File: config.mk
export PLATFORM = sky130hd
export DESIGN_NAME = cga_seq_flat
export DESIGN_NICKNAME = d
export VERILOG_FILES = /design/src/cga_pkg.sv /design/src/cga_if.sv /design/src/cga_seq.sv /design/src/flat_wrapper.sv
export SDC_FILE = /design/constraint.sdc
export NUM_CORES = 1
export LEC_CHECK = 0
export BUFFER_PORTS_ARGS = -buffer_cell sky130_fd_sc_hd__buf_2
export CAP_MARGIN = 20
export CORE_ASPECT_RATIO = 0.9
export CORE_MARGIN = 2
export CORE_UTILIZATION = 51
export CTS_BUF_LIST = sky130_fd_sc_hd__clkbuf_4 sky130_fd_sc_hd__clkbuf_8 sky130_fd_sc_hd__clkbuf_16
export DETAILED_ROUTE_END_ITERATION = 10
export PLACE_DENSITY = 0.77
export SETUP_SLACK_MARGIN = 0.15
export SLEW_MARGIN = 20
export SYNTH_ARGS = -nofsm -noshare
export SYNTH_HDL_FRONTEND = slang
export SYNTH_SLANG_ARGS = --single-unit
File: constraint.sdc
create_clock -name clk -period 2.5 [get_ports clk]
set_input_delay 0.125 -clock clk [delete_from_list [all_inputs] [get_ports clk]]
set_output_delay 0.125 -clock clk [all_outputs]
set_load 0.01 [all_outputs]
File: src/cga_pkg.sv
// ----------------------------------------------------------------------------
// cga_pkg
// shared constants, types and helpers of the composite color decoder
// ----------------------------------------------------------------------------
package cga_pkg;

    localparam int MAX_LINE_PIXELS = 2048;
    localparam int POS_W     = $clog2(MAX_LINE_PIXELS);
    localparam int WIN       = 11;
    localparam int CNT_W     = $clog2(MAX_LINE_PIXELS + WIN);
    localparam int HOLD_CNT  = WIN + 6;
    localparam int TBL_DEPTH = 1024;
    localparam int TBL_AW    = $clog2(TBL_DEPTH);
    localparam int SMP_W     = 12;
    localparam int COL_W     = 4;
    localparam int SHARP_W   = 11;
    localparam int COEF_W    = 16;
    localparam int DW        = 20;
    localparam int YP_W      = SHARP_W + DW;
    localparam int CP_W      = COEF_W + DW;
    localparam int WIDE      = CP_W + 2;
    localparam int SHIFT     = 13;
    localparam int CH_W      = 8;
    localparam int STEP_W    = 4;
    localparam int CFG_AW    = 3;
    localparam int CFG_DW    = 16;

    localparam logic KIND_PIXEL = 1'b0;
    localparam logic KIND_TABLE = 1'b1;

    localparam logic [STEP_W-1:0] STEP_FIRST = 4'd0;
    localparam logic [STEP_W-1:0] STEP_PIXEL = 4'd4;
    localparam logic [STEP_W-1:0] STEP_RIGHT = 4'd5;
    localparam logic [STEP_W-1:0] STEP_EOL   = 4'd10;

    localparam logic [CFG_AW-1:0] REG_MONO    = 3'd0;
    localparam logic [CFG_AW-1:0] REG_SHARP   = 3'd1;
    localparam logic [CFG_AW-1:0] REG_COEF_RI = 3'd2;
    localparam logic [CFG_AW-1:0] REG_COEF_RQ = 3'd3;
    localparam logic [CFG_AW-1:0] REG_COEF_GI = 3'd4;
    localparam logic [CFG_AW-1:0] REG_COEF_GQ = 3'd5;
    localparam logic [CFG_AW-1:0] REG_COEF_BI = 3'd6;
    localparam logic [CFG_AW-1:0] REG_COEF_BQ = 3'd7;

    typedef struct packed {
        logic                     valid;
        logic                     wr;
        logic                     dec;
        logic                     eol;
        logic                     hold;
        logic [1:0]               phase;
        logic [TBL_AW-1:0]        addr;
        logic signed [SMP_W-1:0]  data;
    } op_t;

    typedef struct packed {
        logic                      mono;
        logic signed [SHARP_W-1:0] sharp;
        logic signed [COEF_W-1:0]  ri;
        logic signed [COEF_W-1:0]  rq;
        logic signed [COEF_W-1:0]  gi;
        logic signed [COEF_W-1:0]  gq;
        logic signed [COEF_W-1:0]  bi;
        logic signed [COEF_W-1:0]  bq;
    } cfg_t;

    function automatic logic [CH_W-1:0] clamp_ch(input logic signed [WIDE-1:0] v);
        logic [CH_W-1:0] r;
        if (v[WIDE-1])
            r = '0;
        else if (|v[WIDE-2:SHIFT+CH_W])
            r = '1;
        else
            r = v[SHIFT+CH_W-1:SHIFT];
        return r;
    endfunction

endpackage

File: src/cga_if.sv
// ----------------------------------------------------------------------------
// cga_if
// handshake channels of the composite color decoder
// ----------------------------------------------------------------------------
interface cga_in_if;
    logic                   valid;
    logic                   ready;
    logic                   kind;
    logic [3:0]             color;
    logic [3:0]             border;
    logic                   last;
    logic [9:0]             table_index;
    logic signed [11:0]     table_value;

    modport source (output valid, kind, color, border, last, table_index, table_value,
                    input ready);
    modport sink   (input valid, kind, color, border, last, table_index, table_value,
                    output ready);
endinterface


File: src/cga_seq.sv
// ----------------------------------------------------------------------------
// cga_seq
// line sequencer: turns pixels into table reads and table words into writes
// ----------------------------------------------------------------------------
module cga_seq import cga_pkg::*; (
    input  logic   clk,
    input  logic   rst_n,
    cga_in_if.sink pix_in,
    input  logic   en,
    output op_t    op,
    output logic   release_pulse
);

    logic              busy_reg;
    logic [STEP_W-1:0] step_reg;
    logic [COL_W-1:0]  col_reg;
    logic [COL_W-1:0]  bl_reg;
    logic [COL_W-1:0]  prev_reg;
    logic              lst_reg;
    logic [POS_W-1:0]  pos_reg;
    logic [CNT_W-1:0]  cnt_reg;
    logic              pend_reg;
    op_t               op_reg;

    logic              slot_free;
    logic              acc;
    logic              acc_pix;
    logic              first;
    logic              load;
    logic [STEP_W-1:0] step;
    logic [COL_W-1:0]  cur_col;
    logic [COL_W-1:0]  cur_bl;
    logic              cur_first;
    logic              cur_lst;
    logic [STEP_W-1:0] end_step;
    logic [CNT_W-1:0]  cnt_next;
    op_t               op_next;

    always_comb
    begin
        slot_free    = !op_reg.valid || en;
        pix_in.ready = !busy_reg && slot_free;
        acc          = pix_in.valid && pix_in.ready;
        acc_pix      = acc && (pix_in.kind == KIND_PIXEL);
        first        = (pos_reg == '0);
        load         = acc_pix || (busy_reg && slot_free);

        if (busy_reg)
        begin
            step      = step_reg;
            cur_col   = col_reg;
            cur_bl    = bl_reg;
            cur_first = 1'b1;
            cur_lst   = lst_reg;
        end
        else
        begin
            step      = first ? STEP_FIRST : STEP_PIXEL;
            cur_col   = pix_in.color;
            cur_bl    = first ? pix_in.border : bl_reg;
            cur_first = first;
            cur_lst   = pix_in.last || (pos_reg >= POS_W'(MAX_LINE_PIXELS - 1));
        end

        end_step = cur_lst ? STEP_EOL : STEP_PIXEL;
        cnt_next = (step == STEP_FIRST) ? CNT_W'(1) : cnt_reg + CNT_W'(1);

        op_next       = '0;
        op_next.valid = 1'b1;
        op_next.wr    = 1'b0;
        op_next.dec   = (cnt_next >= CNT_W'(WIN));
        op_next.eol   = (step == STEP_EOL);
        op_next.hold  = (step == STEP_EOL) && (cnt_next >= CNT_W'(HOLD_CNT));
        op_next.phase = cnt_next[1:0] + 2'd1;
        op_next.data  = '0;
        if (step < STEP_PIXEL)
            op_next.addr = {cur_bl, cur_bl, step[1:0] + 2'd3};
        else if (step == STEP_PIXEL)
            op_next.addr = cur_first ? {cur_bl, cur_col, 2'd3}
                                     : {prev_reg, cur_col, pos_reg[1:0] - 2'd1};
        else if (step == STEP_RIGHT)
            op_next.addr = {cur_col, cur_bl, 2'd3};
        else
            op_next.addr = {cur_bl, cur_bl, step[1:0] - 2'd2};

        if (acc && (pix_in.kind == KIND_TABLE))
        begin
            op_next.wr   = 1'b1;
            op_next.dec  = 1'b0;
            op_next.eol  = 1'b0;
            op_next.hold = 1'b0;
            op_next.addr = pix_in.table_index;
            op_next.data = pix_in.table_value;
        end
    end

    always_ff @(posedge clk or negedge rst_n)
    begin
        if (!rst_n)
        begin
            busy_reg <= 1'b0;
            step_reg <= '0;
            col_reg  <= '0;
            bl_reg   <= '0;
            prev_reg <= '0;
            lst_reg  <= 1'b0;
            pos_reg  <= '0;
            cnt_reg  <= '0;
            pend_reg <= 1'b0;
            op_reg   <= '0;
        end
        else
        begin
            if (acc && !acc_pix)
            begin
                op_reg <= op_next;
            end
            else if (load)
            begin
                op_reg  <= op_next;
                cnt_reg <= cnt_next;
                if (step == end_step)
                    busy_reg <= 1'b0;
                else
                begin
                    busy_reg <= 1'b1;
                    step_reg <= step + STEP_W'(1);
                end
                if (op_next.hold)
                    pend_reg <= 1'b1;
            end
            else if (en)
            begin
                op_reg.valid <= 1'b0;
            end

            if (acc)
            begin
                pend_reg <= 1'b0;
            end

            if (acc_pix)
            begin
                col_reg  <= pix_in.color;
                prev_reg <= pix_in.color;
                lst_reg  <= cur_lst;
                bl_reg   <= cur_bl;
                pos_reg  <= cur_lst ? '0 : pos_reg + POS_W'(1);
            end
        end
    end

    assign op            = op_reg;
    assign release_pulse = acc && pend_reg;

endmodule

File: src/flat_wrapper.sv
// flat-port wrapper written by rule: the top's interface ports become plain ports
module cga_seq_flat import cga_pkg::*;
  (clk, rst_n, en, op, release_pulse, pix_in_valid, pix_in_kind, pix_in_color, pix_in_border, pix_in_last, pix_in_table_index, pix_in_table_value, pix_in_ready);
  cga_in_if pix_in_i ();
  input  logic clk;
  input  logic rst_n;
  input  logic en;
  output op_t op;
  output logic release_pulse;
  input wire logic [$bits(pix_in_i.valid)-1:0] pix_in_valid;
  input wire logic [$bits(pix_in_i.kind)-1:0] pix_in_kind;
  input wire logic [$bits(pix_in_i.color)-1:0] pix_in_color;
  input wire logic [$bits(pix_in_i.border)-1:0] pix_in_border;
  input wire logic [$bits(pix_in_i.last)-1:0] pix_in_last;
  input wire logic [$bits(pix_in_i.table_index)-1:0] pix_in_table_index;
  input wire logic [$bits(pix_in_i.table_value)-1:0] pix_in_table_value;
  output wire logic [$bits(pix_in_i.ready)-1:0] pix_in_ready;
  assign pix_in_i.valid = pix_in_valid;
  assign pix_in_i.kind = pix_in_kind;
  assign pix_in_i.color = pix_in_color;
  assign pix_in_i.border = pix_in_border;
  assign pix_in_i.last = pix_in_last;
  assign pix_in_i.table_index = pix_in_table_index;
  assign pix_in_i.table_value = pix_in_table_value;
  assign pix_in_ready = pix_in_i.ready;
  cga_seq u_core (.clk(clk), .rst_n(rst_n), .pix_in(pix_in_i), .en(en), .op(op), .release_pulse(release_pulse));
endmodule
==> results of run 1 <==
==> kinds of logic (layout without fill, tap and decap cells) <==
| kind of cell | count (synthesis) | in the layout |
|---|---|---|
| flip-flops | 67 | 67 |
| XOR/XNOR | 8 | 8 |
| buffers and inverters | 43 | 145 |
| AND/OR/NAND/NOR | 137 | 137 |
| adder cells (fa/ha/maj) | 10 | 10 |
| multiplexers | 18 | 18 |
| AO/OA/AOI/OAI | 109 | 109 |
==> stage by stage <==
stage	power, mW	area, µm²	hold WS, ns
floorplan	3.442	3855	-0.1706
global route	6.038	4836	0.0003702
CTS	5.506	4755	0.001813
detailed placement	4.393	4466	0.2398
global placement	4.287	4466	0.2375
finish	5.678	4836	0.006976
==> what timing repair did <==
item / in CTS / in global routing
pin swaps: 10 / 5
setup endpoints to repair: 4 / 12
hold endpoints to repair: 32 / 2
cloned: 0 / 0
hold buffers: 2 / 2
setup buffers: 2 / 2
resized for setup: 8 / 10
==> power by group through the flow <==
stage	sequential (mW)	clock, mW	combinational, mW
after floorplan	1.69	0	1.76
after global placement	1.67	0	2.62
after global routing	1.73	0.983	3.33
after CTS	1.67	0.927	2.91
after detailed placement	1.69	0	2.71
final	1.69	0.914	3.08
==> path summary, 6_finish.rpt <==
path / start / endpoint / slack (ns) / cells after the start
min reg2reg: u_core.op[27] / u_core.op[27] / 0.49 / 1
min in group asynchronous: rst_n / u_core.pos_reg[10] / 0.38 / 2
min: pix_in_table_value[6] / u_core.op[6] / 0.007 / 2
max: u_core.pos_reg[7] / u_core.op[26] / -0.24 / 14
max reg2reg: u_core.pos_reg[7] / u_core.op[26] / -0.24 / 14
max in group asynchronous: rst_n / u_core.step_reg[0] / 1.47 / 3
==> layer usage <==
layer  part of all wire [%]  routed length, µm  vias up
met5                      0                  0        -
met4                   0.85                 87        0
met3                    8.9                905       12
met2                     45               4575      187
met1                     45               4614     1720
li1                       -                  -     1655
==> layout make-up <==
class,instances,area (µm²)
Clock inverter,6,65.06
Timing Repair Buffer,107,671.9
Sequential cell,67,1677
Clock buffer,10,137.6
Inverter,22,82.58
Multi-Input combinational cell,282,2086
Fill cell,566,2312
Tap cell,93,116.4
==> layout by cell type (no fill, tap or decap), drive strengths merged, types with 3 or more instances in the layout <==
cell and instances:
xnor2 3, and3 10, nor4b 3, a22oi 5
clkinv 4, or3 9, and2 5, nor2b 4
a222oi 4, dlygate4sd3 4, or4 4, a22o 14
nor3 6, nand3 13, nor2 20, clkbuf 10
a21oi 15, o221ai 5, mux2i 8, o21ai 25
inv 22, mux2 10, a21o 9, xor2 5
ha 10, dfrtp 67, o211ai 4, nor4 4
nand2 32, o21a 4, buf 103, nand2b 4
nand4 13
==> results.py, run 1 <==
metrics = {
    "run_status": {
        "status": "complete, but fails checks",
        "violations": "setup timing",
    },
    "run": {
        "cap_violations": 0,
    },
    "synthesis": {
        "synth_mux_area_share_pct": 5.062,
        "synth-edff-count": 0,
        "syn_inst": 392,
        "synth_most_common_cell": "dfrtp_1",
        "async_flop_share_pct": 100.0,
        "synthAdderAreaFrac_pct": 3.287,
        "syn_area_per_cell_um2": 9.710,
        "synth-seq-cells": 67,
        "synth_common_cells": "dfrtp_1, nand2_1, o21ai_0, inv_1, nor2_1",
        "yosysTopAreaCell": "dfrtp_1",
        "synth-simple-area-share_pct": 20.05,
        "syn_nets": 438,
        "synth_ff_type": "dfrtp_1",
        "synth_top_area_share_pct": 44.05,
        "synth_xor_area_share_pct": 1.841,
        "seq_area_frac_synth_pct": 44.05,
        "synth_top_family_by_area": "compound AO/OA/AOI/OAI gates",
        "synth_area_um2": 3806,
        "ys_warn_count": 0,
        "synth_compound_area_share_pct": 21.17,
        "yosys-top-cells-area": "dfrtp_1, ha_1, a22o_1",
        "synth_cell_types": 64,
    },
    "power_and_ir_drop": {
        "internal-power_mw": 3.296,
        "p_sw_mw": 2.382,
        "ir_worst_vdd_mv": 0.6265,
        "pwr_density_cell_nw_per_um2": 1174,
        "comb_power_share_pct": 54.2,
        "switching_share_pct": 41.95,
        "p_leak_nw": 2.354,
        "pwr-share-clk_pct": 16.1,
        "pwr-share-seq_pct": 29.7,
    },
    "place": {
        "dp_slack_ns": -0.2239,
        "io_buffers": 66,
        "dp_cells": 563,
        "gp_congestion": 0.9981,
        "post-dp-hpwl_mm": 7.134,
    },
    "layout": {
        "antennaDiodeCount": 0,
        "layout-drive-gt1-share_pct": 32.19,
        "nets": 535,
        "syn2layout_area_growth_pct": 27.05,
        "largest_reg_flops": 29,
        "fin_util_pct": 67.65,
        "final_cell_count_no_fill": 587,
    },
    "floorplan": {
        "pin_count": 67,
        "die-area_um2": 8171,
        "core_um2": 7148,
        "rows": 29,
        "start_util_pct": 53.25,
        "dieWidth_um": 95.06,
        "die_h_um": 85.96,
    },
    "global_routing": {
        "grt_use_total_pct": 25.73,
        "grt.busiest_layer": "met2",
        "grtUsageMet3_pct": 6.503,
        "grt_pass1_wl_mm": 16.28,
        "grt-ovfl-total": 0,
        "antenna_found_initial": 0,
        "grt_pass1_vias": 3372,
        "met1_usage_pct": 36.37,
        "grt_max_degree": 37,
        "use_met2_pct": 39.56,
    },
    "clock_tree": {
        "cts_buffer_depth": 2,
        "tritoncts": "built",
        "cts_sinks": 67,
        "clk_latency_ns": 0.35,
        "clkSlewWorstSetupHoldPaths_ns": 0.07,
        "cts_buffers": 9,
        "cts_root_buf": "clkbuf_8",
        "h-tree-depth": 3,
    },
    "hold_path": {
        "min_path_type": "in2reg",
    },
    "sta": {
        "fin_setup_tns_ns": -0.6628,
        "drv_slew": 0,
        "finalHoldViolations": 0,
        "max_freq_mhz": 365.2,
        "fin_skew_ns": 0.01109,
        "final.period_utilization_pct": 109.5,
        "max-slew-margin-rel_pct": 49.75,
        "worstMarginPinSlew_ns": 0.7537,
        "worst_slack_ns": -0.2381,
        "rsz0062_at_grt": "yes",
        "fin_crit_ns": 2.738,
        "finalSetupViolations": 3,
    },
    "critical_path": {
        "cp-start-kind": "register",
        "critical_path_class": "reg2reg",
        "crit_family": "simple AND/OR/NAND/NOR gates",
        "cp_data_required_time_ns": 2.72,
        "max_stage_delay_ns": 0.56,
        "cp_slowest_cell": "or4_4",
        "cp.arrival_ns": 2.96,
        "crit_chain": "or4_4 > o41ai_4 > nand2_4 > nand2_4 > buf_4 > buf_6 > buf_6 > inv_1 > ha_4 > nand2b_4 > a31oi_2 > a21oi_1 > o211ai_1 > o211ai_1",
        "cp_max_fo": 3,
        "cp-end-kind": "register",
        "crit_buf_inv": 4,
    },
    "detailed_routing": {
        "dr.first_iter.drc_count": 420,
        "drc": 0,
        "routed_via_density": 6.089,
        "num_vias": 3574,
        "firstDrtPassIters": 6,
        "wire_per_inst_um": 17.35,
        "antenna_left": 0,
        "drt_wl_total_mm": 10.18,
    },
}
(Power assumes the default switching activity.)
==> run 2, diff against run 1 <==
--- a/config.mk
+++ b/config.mk
@@ -8,7 +8,6 @@
 export BUFFER_PORTS_ARGS = -buffer_cell sky130_fd_sc_hd__buf_2
 export CAP_MARGIN = 20
 export CORE_ASPECT_RATIO = 0.9
-export CORE_MARGIN = 2
 export CORE_UTILIZATION = 51
 export CTS_BUF_LIST = sky130_fd_sc_hd__clkbuf_4 sky130_fd_sc_hd__clkbuf_8 sky130_fd_sc_hd__clkbuf_16
 export DETAILED_ROUTE_END_ITERATION = 10
@@ -18,3 +17,4 @@
 export SYNTH_ARGS = -nofsm -noshare
 export SYNTH_HDL_FRONTEND = slang
 export SYNTH_SLANG_ARGS = --single-unit
+export TNS_END_PERCENT = 5
==> run 2 against run 1 <==
Against the previous run: clock skew is 0.0050 ns higher; final cell count rose by 0.85%; highest routed layer unchanged; global-route usage grew 2.1 points; via count is 1.6% higher; the flow finishes with violations (hold timing, setup timing); register-to-register slack got worse by 0.07 ns; design area is 2.4% higher; die area is 4.4% lower.
==> results.py, run 2 (synthesized netlist as in run 1, its figures left out) <==
metrics = {
    "run_status": {
        "status": "complete, but fails checks",
        "violations": "hold timing, setup timing",
    },
    "critical_path": {
        "max_stage_delay_ns": 0.56,
        "cp-start-kind": "register",
        "r2r_start": "u_core.pos_reg[2]",
        "critical_path_class": "reg2reg",
        "cp.arrival_ns": 3.03,
        "r2r_end": "u_core.op[26]",
        "cp_slowest_cell": "or4_4",
        "cp-end-kind": "register",
        "cp_max_fo": 3,
        "crit_chain": "or4_4 > o41ai_4 > nand2_4 > nand2_4 > buf_6 > inv_4 > ha_4 > nand2b_4 > a31oi_1 > a21oi_1 > o211ai_1 > o211ai_1",
        "r2r_slack_ns": -0.31,
        "crit_family": "compound AO/OA/AOI/OAI gates",
        "cp_data_required_time_ns": 2.72,
        "r2r_cells": 12,
        "crit_buf_inv": 2,
    },
    "clock_tree": {
        "h-tree-depth": 3,
        "clkSlewWorstSetupHoldPaths_ns": 0.08,
        "cts_sinks": 67,
        "clk_latency_ns": 0.36,
        "cts_buffer_depth": 2,
        "cts_root_buf": "clkbuf_8",
        "cts_buffers": 9,
        "tritoncts": "built",
    },
    "layout": {
        "regArea_um2": 1677,
        "antennaDiodeCount": 0,
        "largest_reg_flops": 29,
        "fillers": 523,
        "multiInputGateArea_um2": 2090,
        "layout_commonest_cell": "dfrtp_1",
        "fin_util_pct": 69.25,
        "syn2layout_area_growth_pct": 30.05,
        "mostFrequentLayoutCells": "dfrtp_1, buf_2, buf_4",
        "layout-drive-gt1-share_pct": 32.46,
        "nets": 540,
    },
    "detailed_routing": {
        "wire_per_inst_um": 17.94,
        "firstDrtPassIters": 5,
        "drc": 0,
        "drt_wl_total_mm": 10.62,
        "antenna_left": 0,
        "num_vias": 3632,
        "dr.first_iter.drc_count": 268,
        "routed_via_density": 6.135,
    },
    "global_routing": {
        "grt-ovfl-total": 0,
        "antenna_found_initial": 0,
        "grt_pass1_vias": 3577,
        "grt_use_total_pct": 27.87,
        "grt_pass1_wl_mm": 17.07,
        "grt_max_degree": 36,
    },
    "power_and_ir_drop": {
        "pwr-share-seq_pct": 28.3,
        "pwr-share-clk_pct": 20.5,
        "ir_worst_vdd_mv": 0.5786,
        "switching_share_pct": 40.53,
        "comb_power_share_pct": 51.1,
        "pwr_density_cell_nw_per_um2": 1211,
        "internal-power_mw": 3.564,
        "power_mw": 5.992,
        "p_sw_mw": 2.428,
        "p_leak_nw": 2.405,
    },
    "floorplan": {
        "core_um2": 7148,
        "rows": 29,
        "die_h_um": 83.96,
        "pin_count": 67,
        "die-area_um2": 7813,
        "dieWidth_um": 93.06,
        "start_util_pct": 53.25,
    },
    "hold_path": {
        "whs_path_depth": 2,
        "min_to": "u_core.op[0]",
        "min_path_type": "in2reg",
        "worstHoldStart": "pix_in_table_value[0]",
    },
    "sta": {
        "fin_skew_ns": 0.01612,
        "max-slew-margin-rel_pct": 49.89,
        "max_freq_mhz": 355.6,
        "worst_slack_ns": -0.3123,
        "finalSetupViolations": 3,
        "finalHoldViolations": 2,
        "worstMarginPinSlew_ns": 0.7516,
        "fin_crit_ns": 2.812,
        "drv_slew": 0,
        "fin_setup_tns_ns": -0.8149,
        "final.period_utilization_pct": 112.5,
        "whs_ns": -0.005843,
        "rsz0062_at_grt": "yes",
    },
    "place": {
        "dp_slack_ns": -0.1830,
        "post-dp-hpwl_mm": 7.175,
        "io_buffers": 66,
        "gp_congestion": 0.9247,
    },
    "run": {
        "cap_violations": 0,
    },
}
run 2: changes by cell type in the layout (fill, tap and decap cells not counted), sizes merged:
| cell | change |
|---|---|
| clkinvlp | -1 |
| buf | +2 |
| clkinv | -2 |
| bufinv | +3 |
| dlygate4sd3 | +3 |
run 2: worst register-to-register path: cells and delay by family, from the launching register on:
kind / cells / cell delay [ns]
AOI/OAI and AO/OA: 5 / 1.10
adders and majority gates: 1 / 0.15
buffers and inverters: 2 / 0.16
DFF: 1 / 0.38
and+or+nand+nor: 4 / 0.90
run 2: cell type report:
type                       count  area share (%)
clock buffer                  10           2.654
clock inverter                 6           2.781
inverter                      22           1.719
multi-input combinational    282           42.21
sequential                    67           33.87
tap                           93           2.351
timing repair buffer         112           14.41
run 2: power groups by stage:
stage               Sequential [mW]  Combinational (mW)  Clock (mW)
global placement               1.67                2.56           0
CTS                            1.68                2.81        1.23
floorplan                      1.69                1.72           0
detailed placement             1.69                2.64           0
global route                   1.73                3.32        1.28
finish                         1.70                3.06        1.23
run 2: what timing repair did:
item / in CTS / in global routing
setup endpoints to repair: 5 / 11
pin swaps: 12 / 12
setup buffers: 4 / 1
gates resized for setup: 8 / 15
hold buffers: 5 / 2
endpoints found under the hold margin: 36 / 2
run 2: how the worst max path moves through the flow:
| stage | start | end | slack [ns] | cells past startpoint |
|---|---|---|---|---|
| floorplan | u_core.pos_reg[3] | u_core.op[24] | -0.11 | 11 |
| global placement | u_core.pos_reg[5] | u_core.op[24] | -0.1 | 10 |
| detailed placement | u_core.pos_reg[5] | u_core.op[24] | -0.18 | 10 |
| CTS | u_core.pos_reg[9] | u_core.op[26] | -0.16 | 12 |
| global route | u_core.pos_reg[2] | u_core.op[26] | -0.37 | 12 |
| finish | u_core.pos_reg[2] | u_core.op[26] | -0.31 | 12 |
run 2: per-layer routing:
metal	vias to the layer above	part of all wire, %	track usage [%]	wire, µm
met2	190	47	44.25	4975
met5	-	0	0	0
met3	25	7.4	5.829	783
met4	0	2.2	10.35	238
li1	1662	-	-	-
met1	1755	44	37.43	4626
run 2: metrics by stage:
stage | instance area [µm²] | instances
6_report | 4950 | 592
3_5_place_dp | 4451 | 564
5_1_grt | 4950 | 592
2_1_floorplan | 3832 | 392
4_1_cts | 4848 | 589
3_3_place_gp | 4451 | 564
